**src/rtl/bbe_pkg.sv**
```systemverilog
// ----------------------------------------------------------------------------
// bbe_pkg
// Shared types and constants of the B-spline basis evaluator.
// ----------------------------------------------------------------------------
package bbe_pkg;

	localparam int NUM_KNOTS  = 256;
	localparam int MAX_DEGREE = 5;
	localparam int KNOT_AW    = $clog2(NUM_KNOTS);
	localparam int PADDR_W    = 3;

	localparam logic [2:0] DEGREE_RESET = 3'd3;
	localparam logic [PADDR_W-1:0] ADDR_DEGREE = '0;

	localparam logic signed [34:0] ONE_Q30 = 35'sd1073741824;
	localparam logic [62:0] TERM_LIM = 63'd4294967296;

	localparam logic REQ_WRITE = 1'b0;
	localparam logic REQ_EVAL  = 1'b1;

	localparam logic [1:0] STAT_OK    = 2'd0;
	localparam logic [1:0] STAT_RANGE = 2'd1;
	localparam logic [1:0] STAT_GAP   = 2'd2;

	typedef enum logic [3:0] {
		ST_IDLE,
		ST_LEVEL,
		ST_READ,
		ST_GAP,
		ST_MUL,
		ST_DIV,
		ST_WAIT,
		ST_SAT,
		ST_EMIT,
		ST_ERR
	} state_t;

	typedef struct packed {
		logic               start;
		logic signed [63:0] num;
		logic [31:0]        den;
	} div_req_t;

	typedef struct packed {
		logic               done;
		logic signed [33:0] quot;
	} div_rsp_t;

endpackage

```
**src/rtl/bbe_div.sv**
```systemverilog
// ----------------------------------------------------------------------------
// bbe_div
// Bit-serial signed divider, rounds to nearest (ties away from zero) and
// saturates the quotient to +-2^32. One quotient bit per cycle.
// ----------------------------------------------------------------------------
module bbe_div (
	input  logic                clk,
	input  logic                arst_n,
	input  bbe_pkg::div_req_t   req,
	output bbe_pkg::div_rsp_t   rsp
);
	import bbe_pkg::*;

	logic        busy_q;
	logic        done_q;
	logic [5:0]  cnt_q;
	logic        neg_q;
	logic [31:0] den_q;
	logic [62:0] num_q;
	logic [62:0] quo_q;
	logic [31:0] rem_q;

	logic [63:0] mag;
	logic [62:0] rnd;
	logic [32:0] rem_sh;
	logic        fits;
	logic [62:0] qsat;

	always_comb begin
		mag    = req.num[63] ? 64'(-req.num) : 64'(req.num);
		rnd    = mag[62:0] + {31'd0, req.den[31:1]};
		rem_sh = {rem_q, num_q[62]};
		fits   = rem_sh >= {1'b0, den_q};
		qsat   = (quo_q > TERM_LIM) ? TERM_LIM : quo_q;
	end

	always_ff @(posedge clk or negedge arst_n) begin
		if (!arst_n) begin
			busy_q <= 1'b0;
			done_q <= 1'b0;
			cnt_q  <= '0;
		end else begin
			done_q <= 1'b0;
			if (req.start) begin
				busy_q <= 1'b1;
				cnt_q  <= '0;
			end else if (busy_q) begin
				cnt_q <= cnt_q + 6'd1;
				if (cnt_q == 6'd62) begin
					busy_q <= 1'b0;
					done_q <= 1'b1;
				end
			end
		end
	end

	always_ff @(posedge clk) begin
		if (req.start) begin
			neg_q <= req.num[63];
			den_q <= req.den;
			num_q <= rnd;
			quo_q <= '0;
			rem_q <= '0;
		end else if (busy_q) begin
			num_q <= {num_q[61:0], 1'b0};
			quo_q <= {quo_q[61:0], fits};
			rem_q <= fits ? 32'(rem_sh - {1'b0, den_q}) : rem_sh[31:0];
		end
	end

	assign rsp.done = done_q;
	assign rsp.quot = neg_q ? 34'(-$signed({1'b0, qsat[32:0]})) : $signed({1'b0, qsat[32:0]});

endmodule

```
**config.mk**
```make
export PLATFORM = sky130hd
export DESIGN_NAME = bbe_div
export DESIGN_NICKNAME = d
export VERILOG_FILES = /design/src/rtl/bbe_pkg.sv /design/src/rtl/bbe_div.sv
export SDC_FILE = /design/constraint.sdc
export NUM_CORES = 1
export LEC_CHECK = 0
export ABC_AREA = 0
export BUFFER_PORTS_ARGS = -buffer_cell sky130_fd_sc_hd__buf_2
export CAP_MARGIN = 20
export CORE_UTILIZATION = 55
export CTS_CLUSTER_SIZE = 8
export DETAILED_ROUTE_END_ITERATION = 12
export GPL_ROUTABILITY_DRIVEN = 0
export HOLD_SLACK_MARGIN = 0.03
export PLACE_DENSITY = 0.83
export SYNTH_ARGS = -nofsm -noshare
export SYNTH_HDL_FRONTEND = slang
export SYNTH_SLANG_ARGS = --single-unit
```
**constraint.sdc**
```tcl
create_clock -name clk -period 4.4 [get_ports clk]
set_clock_uncertainty 0.05 [all_clocks]
set_input_delay 0.22 -clock clk [delete_from_list [all_inputs] [get_ports clk]]
set_output_delay 0.22 -clock clk [all_outputs]
set_load 0.01 [all_outputs]
```
==> metrics.md, run 1 <==
| Metric | Value |
|---|---|
| VDD IR max | `0.259 mV` |
| DR vias | `13412` |
| First-pass GRT wire length | `61700 microns` |
| Critical Path, Cell by Cell | `or4_1, nor4_2, nand2b_1, o31ai_2, and2_1, nand2_1, ha_2, a21boi_0, o21ai_0, nand2_1, o21a_1, o221ai_1, buf_2` |
| Syn nets | `1788` |
| Area leader, netlist | `edfxtp_1` |
| Worst-margin pin slew | `0.889 ns` |
| Via density per instance | `6.24` |
| Fill count | `2094` |
| I/O pins | `134` |
| DRC Markers | `6` |
| XOR/XNOR share of the synthesized area | `9.79%` |
| Mean Syn Cell Area | `9.07 sq um` |
| Sequential area share after synthesis | `34.0%` |
| Drt pass-1 iters | `10` |
| Vias in the first global route | `12432` |
| Worst Path Arrival | `3.81 ns` |
| R2r startpoint | `den_q[1]` |
| Largest net degree at the start of global routing | `85` |
| Family with the most delay on the worst path | `simple AND/OR/NAND/NOR gates` |
| Final wirelength | `39100 microns` |
| Synth top area share | `19.7%` |
| DRT iter0 DRCs | `1452` |
| CP Capture Point | `rsp[26]` |
| Failing checks | `DRC` |
| GR Util All Layers | `28.5%` |
| Most frequent cells in the layout | `nor2_1 (178), buf_2 (132), nand2_1 (117), edfxtp_1 (96), dfxtp_1 (95)` |
| Post-DP HPWL | `28000 microns` |
| WP depth | `13` |
| Status | `finished, violations left` |
| Die Y | `165 microns` |
| Core Util, Final | `64.9%` |
| Hold Vio Cnt, Final | `0` |
| # setup viols final | `0` |
| Ranking of synthesized cells by area | `edfxtp_1 (20%), dfxtp_1 (13%), ha_1 (6.0%)` |
| FP Rows | `59` |
| Cells on worst reg2reg path | `14` |
| CP startpoint kind | `register` |
| PwrDens | `312 nW/um^2` |
| ANT nets after route | `0` |
| DR WL/cell | `18.2 microns` |
| Congestion Overflow GR | `0` |
| Post-Synth Simple-Gate Area | `19.8%` |
| Final Max Tran Viols | `0` |
| Slowest-stage cell, CP | `or4_1` |
| Worst path required time | `4.13 ns` |
| Ys Warns | `0` |
| Max cap viols | `0` |
| RSZ-0062 raised after global routing | `false` |
| Die Area | `27300 sq um` |
| Port bufs | `133` |
| Fmax | `245 MHz` |
| Mux contribution to synthesized area | `8.90%` |
| CP startpoint | `quo_q[12]` |
| Starting Density | `56.1%` |
| Latest clock arrival within the worst-skew pair | `0.46 ns` |
| Leak Pwr | `7.61 nW` |
| EDFF count, synth | `96` |
| Crit-path most repeated cell | `nand2_1` |
| CTS Sinks | `199` |
| Largest family of logic cells by synthesized area | `simple AND/OR/NAND/NOR gates` |
| Die width | `165 microns` |
| Max clock buf depth | `2` |
| Worst flop-to-flop path endpoint | `rem_q[10]` |
| Most common cell after layout, fill and taps aside | `nor2_1` |
| Async set-reset flop share out of synthesis | `4.02%` |
| Worst setup path category | `reg -> out` |
| Hold WC Path Type | `in -> async` |
| Top_reg_cell synth | `edfxtp_1` |
| Fin crit share | `92.7%` |
| Layout Area Growth over Synthesis | `15.6%` |
| Cell variety after synth | `94` |
| Syn Std Cell Area | `14700 sq um` |
| Nets@finish | `1969` |
| Clk Tree Root Cell | `clkbuf_16` |
| Max-slew headroom | `40.6%` |
| Min Hold Slack | `0.0958 ns` |
| Fin crit period | `4.08 ns` |
| CP bufs+invs | `1` |
| Area of the core | `26100 sq um` |
| Synth Register Bits | `199` |
| Number of CTS-inserted buffers | `17` |
| Clock transition at path regs | `0.08 ns` |
| Initial antenna violation count | `3` |
| R2R setup slack | `0.64 ns` |
| Synthesized instance count | `1617` |
| Worst-path maximum fanout | `9` |
| Adder-cell share of the synthesized area | `6.24%` |
| Largest stage delay, worst path | `0.59 ns` |
| Crit path capture type | `output pin` |
| CTS tree | `yes` |
| Synth Area in Compound Gates | `17.3%` |
| Layout cell share with drive strength beyond 1 | `19.1%` |
| Max H-tree Level | `4` |
## through the flow
stage                     TNS [ns]  instance area [sq um]  total power (W)  worst slack, ns  instances
after floorplan                  0                  14700          0.00322           0.0915       1617
after global placement           0                  16000          0.00358           0.0227       2080
after detailed placement    -0.347                  16000          0.00363           -0.101       2080
after CTS                        0                  16900          0.00525           0.0382       2145
after global routing             0                  17000          0.00553          0.00674       2150
final                            0                  17000          0.00530            0.322       2150
## per-layer routing
metal / track usage (%) / vias to the layer above / wire, microns
met3: 3.90 / 107 / 2710
met4: 11.8 / 0 / 1230
met2: 47.3 / 653 / 18800
li1: - / 6338 / -
met5: 0 / - / 0
met1: 37.1 / 6314 / 16400
## cell type report
cell class	count	area (sq um)	share of cell area, %
antenna	4	10.0	0.0590
clock buffer	17	425	2.51
clock inverter	15	174	1.03
inverter	66	248	1.46
multi-input combinational	1274	9130	53.9
sequential	199	4990	29.4
tap	335	419	2.47
timing repair buffer	240	1560	9.19
## sequential cells by signal, indices dropped and copies added, names as in the netlist
register and count:
rem_q 32, neg_q 1, den_q 32, quo_q 63
busy_q 1, num_q 63, cnt_q 6, done_q 1
## worst min-delay path by stage
stage	slack, ns	end	depth (start not counted)
floorplan	-0.13	busy_q	0
global placement	0.02	done_q	1
detailed placement	0.02	done_q	1
CTS	0.09	done_q	2
global route	0.10	done_q	2
finish	0.1	done_q	2
## synthesized netlist by cell type, types with 4 or more instances
cell type / count
and3_1: 10
inv_1: 65
a21boi_0: 5
or2_2: 4
o22ai_1: 5
a311oi_1: 12
nand4_1: 23
dfrtp_1: 8
edfxtp_1: 96
o31a_1: 5
ha_1: 70
or3_1: 19
xor2_1: 75
nor4_2: 8
o21bai_1: 11
a21oi_1: 78
a41oi_1: 9
clkbuf_1: 55
nor4_1: 24
nor4_4: 5
nor2b_1: 9
o21a_1: 4
o31ai_1: 35
nor2_1: 178
a21o_1: 45
or4_1: 12
a31oi_1: 11
xnor2_1: 89
nor3b_1: 13
o21ai_0: 70
dfxtp_1: 95
buf_1: 14
nor3_1: 38
nand2_1: 117
a211oi_1: 28
mux2_2: 47
nor3_2: 5
and2_1: 7
nand2b_1: 21
mux2i_1: 76
nand3_1: 24
o41ai_1: 15
a41o_1: 4
## logic make-up (layout without fill, tap and decap cells)
kind of cell,after synthesis,count (layout)
other,0,4
xor gates and xnor gates,164,164
muxes,124,124
adders and majority gates,72,72
buffers and inverters,144,338
and+or+nand+nor,545,545
AOI/OAI and AO/OA,369,369
DFF,199,199
## report_power, final
| part | internal, W | switching [W] |
|---|---|---|
| sequential | 0.00217 | 0.0000863 |
| clock | 0.000779 | 0.000835 |
| combinational | 0.000631 | 0.000797 |
## repair_timing
action	CTS	global route
buffers inserted	0	1
hold buffers	33	0
endpoints found under the hold margin	40	0
endpoints found under the setup margin	0	11
resized for setup	0	4
Power figures use the tool's default switching activity.
==> inputs of run 2 (changes only) <==
--- a/config.mk
+++ b/config.mk
@@ -13,6 +13,7 @@
 export DETAILED_ROUTE_END_ITERATION = 12
 export GPL_ROUTABILITY_DRIVEN = 0
 export HOLD_SLACK_MARGIN = 0.03
+export MAX_ROUTING_LAYER = met4
 export PLACE_DENSITY = 0.83
 export SYNTH_ARGS = -nofsm -noshare
 export SYNTH_HDL_FRONTEND = slang
==> run 2 against run 1 <==
The flow still finishes with violations (DRC). Setup slack worse by 0.027 ns. Global-route usage grew 0.80 points. Die area unchanged. Flip-flop and latch count unchanged. Maximum frequency is 0.66% lower. First-iteration DRC count is 1.1% higher. Via count is 0.59% lower. Clock power about the same. Largest cell class unchanged. Highest routed layer unchanged.
==> metrics.md, run 2 (same netlist as run 1, synthesis figures left out) <==
| Metric | Value |
|---|---|
| Status | `finished, violations left` |
| Failing checks | `DRC` |
| Fin crit period | `4.11 ns` |
| Max clock buf depth | `2` |
| Most frequent cells in the layout | `nor2_1 (178), buf_2 (132), nand2_1 (117), edfxtp_1 (96), dfxtp_1 (95)` |
| Layout Area Growth over Synthesis | `15.6%` |
| Final setup margin | `0.295 ns` |
| Hold Vio Cnt, Final | `0` |
| Die Area | `27300 sq um` |
| DRC Markers | `6` |
| Final Total Pwr | `0.00530 W` |
| Starting Density | `56.1%` |
| Clk Tree Root Cell | `clkbuf_16` |
| Drt pass-1 iters | `10` |
| Most common cell after layout, fill and taps aside | `nor2_1` |
| Leak Pwr | `7.61 nW` |
| Fin crit share | `93.3%` |
| Layout cell share with drive strength beyond 1 | `19.0%` |
| Port bufs | `133` |
| Largest stage delay, worst path | `0.56 ns` |
| Crit path capture type | `register` |
| Place WS | `-0.101 ns` |
| DR WL/cell | `18.2 microns` |
| Vias in the first global route | `12449` |
| Die Y | `165 microns` |
| Initial antenna violation count | `3` |
| Hold WC Path Type | `in -> async` |
| Met2 wire length | `18700 microns` |
| Congestion Overflow GR | `0` |
| Critical Path, Cell by Cell | `buf_2, nor4_4, nand3_1, or4_1, o41ai_1, xnor2_1, ha_1, nand4_1, a211o_1, o21ai_1, a211oi_1, buf_4, nor3_2, nand4_1, nor4_1, xnor2_1, mux2_2` |
| DR vias | `13333` |
| CP bufs+invs | `2` |
| Largest registers | `num_q (63), quo_q (63)` |
| Nets@finish | `1968` |
| First-pass GRT wire length | `61700 microns` |
| Fill count | `2096` |
| Fmax | `244 MHz` |
| Area of the core | `26100 sq um` |
| Family with the most delay on the worst path | `simple AND/OR/NAND/NOR gates` |
| RSZ-0062 raised after global routing | `false` |
| Max H-tree Level | `4` |
| # setup viols final | `0` |
| Slowest-stage cell, CP | `or4_1` |
| Final Max Tran Viols | `0` |
| DRT iter0 DRCs | `1468` |
| I/O pins | `134` |
| Worst path required time | `4.57 ns` |
| Clock transition at path regs | `0.09 ns` |
| PwrDens | `313 nW/um^2` |
| Via density per instance | `6.20` |
| Worst Path Arrival | `4.27 ns` |
| Latest clock arrival within the worst-skew pair | `0.46 ns` |
| Post-DP HPWL | `28000 microns` |
| Metal-1 WL | `16700 microns` |
| Worst setup path category | `in -> reg` |
| Number of CTS-inserted buffers | `17` |
| ANT nets after route | `0` |
| Largest net degree at the start of global routing | `85` |
| Worst-path maximum fanout | `5` |
| CTS tree | `yes` |
| CTS Sinks | `199` |
| DR top layer | `met4` |
| Die width | `165 microns` |
| GR Util All Layers | `29.3%` |
| CP startpoint kind | `primary input` |
| FP Rows | `59` |
| Final wirelength | `39100 microns` |
| VDD IR max | `0.258 mV` |
| Max cap viols | `0` |
| Max-slew headroom | `39.5%` |
| Metal3 WL | `2330 microns` |
| Worst-margin pin slew | `0.907 ns` |
-- run 2: through the flow --
step	area (sq um)	instances	TNS, ns	util [%]	hold WS, ns
2_1_floorplan	14700	1617	0	-	-0.126
3_3_place_gp	16000	2080	0	61.2	0.0202
3_5_place_dp	16000	2080	-0.347	61.2	0.0216
4_1_cts	16900	2145	0	64.7	0.0944
5_1_grt	17000	2149	0	64.9	0.108
6_report	17000	2149	0	64.9	0.0979
-- run 2: worst register-to-register path: stages, from the launching register on --
cell and delay [ns]:
edfxtp_1 0.50, inv_1 0.08, ha_1 0.21, nor2b_1 0.12, o21ai_0 0.11, a21oi_1 0.20
o21ai_0 0.19, a2111oi_0 0.47, buf_4 0.21, o2111ai_1 0.12, a41oi_1 0.37, or2_2 0.35
buf_4 0.26, mux2i_1 0.28, a211oi_1 0.11
-- run 2: final cells by class --
| class | instances | area [sq um] | area share [%] |
|---|---|---|---|
| Clock inverter | 15 | 174 | 1.03 |
| Clock buffer | 17 | 425 | 2.51 |
| Inverter | 66 | 248 | 1.46 |
| Sequential cell | 199 | 4990 | 29.4 |
| Timing Repair Buffer | 239 | 1550 | 9.14 |
| Tap cell | 335 | 419 | 2.47 |
| Multi-Input combinational cell | 1274 | 9140 | 53.9 |
| Antenna cell | 4 | 10.0 | 0.0590 |
-- run 2: worst paths after layout --
kind	slack, ns	startpoint	to	cells after the start
min reg2reg	0.45	rem_q[31]	rem_q[31]	2
max in group asynchronous	4.01	arst_n	busy_q	2
max reg2reg	0.63	num_q[62]	rem_q[10]	14
max	0.29	req[37]	num_q[46]	17
min in group clk	0.18	req[96]	den_q[14]	1
min	0.1	arst_n	done_q	2
-- run 2: what timing repair did --
item	in CTS	in global routing
hold buffers	33	0
endpoints found under the hold margin	40	0
gates resized for setup	0	5
endpoints found under the setup margin	0	10
setup buffers	0	0
-- run 2: per-layer routing --
layer | vias up | track usage, %
li1 | 6337 | -
met1 | 6314 | 36.9
met2 | 566 | 47.2
met3 | 116 | 3.97
met4 | 0 | 12.4
met5 | - | -
-- run 2: where the power goes --
group,internal (W),switching [W],leakage (nW)
combinational,0.000630,0.000798,5.45
clock,0.000779,0.000838,0.293
sequential,0.00217,0.0000849,1.86
total,0.00358,0.00172,7.61
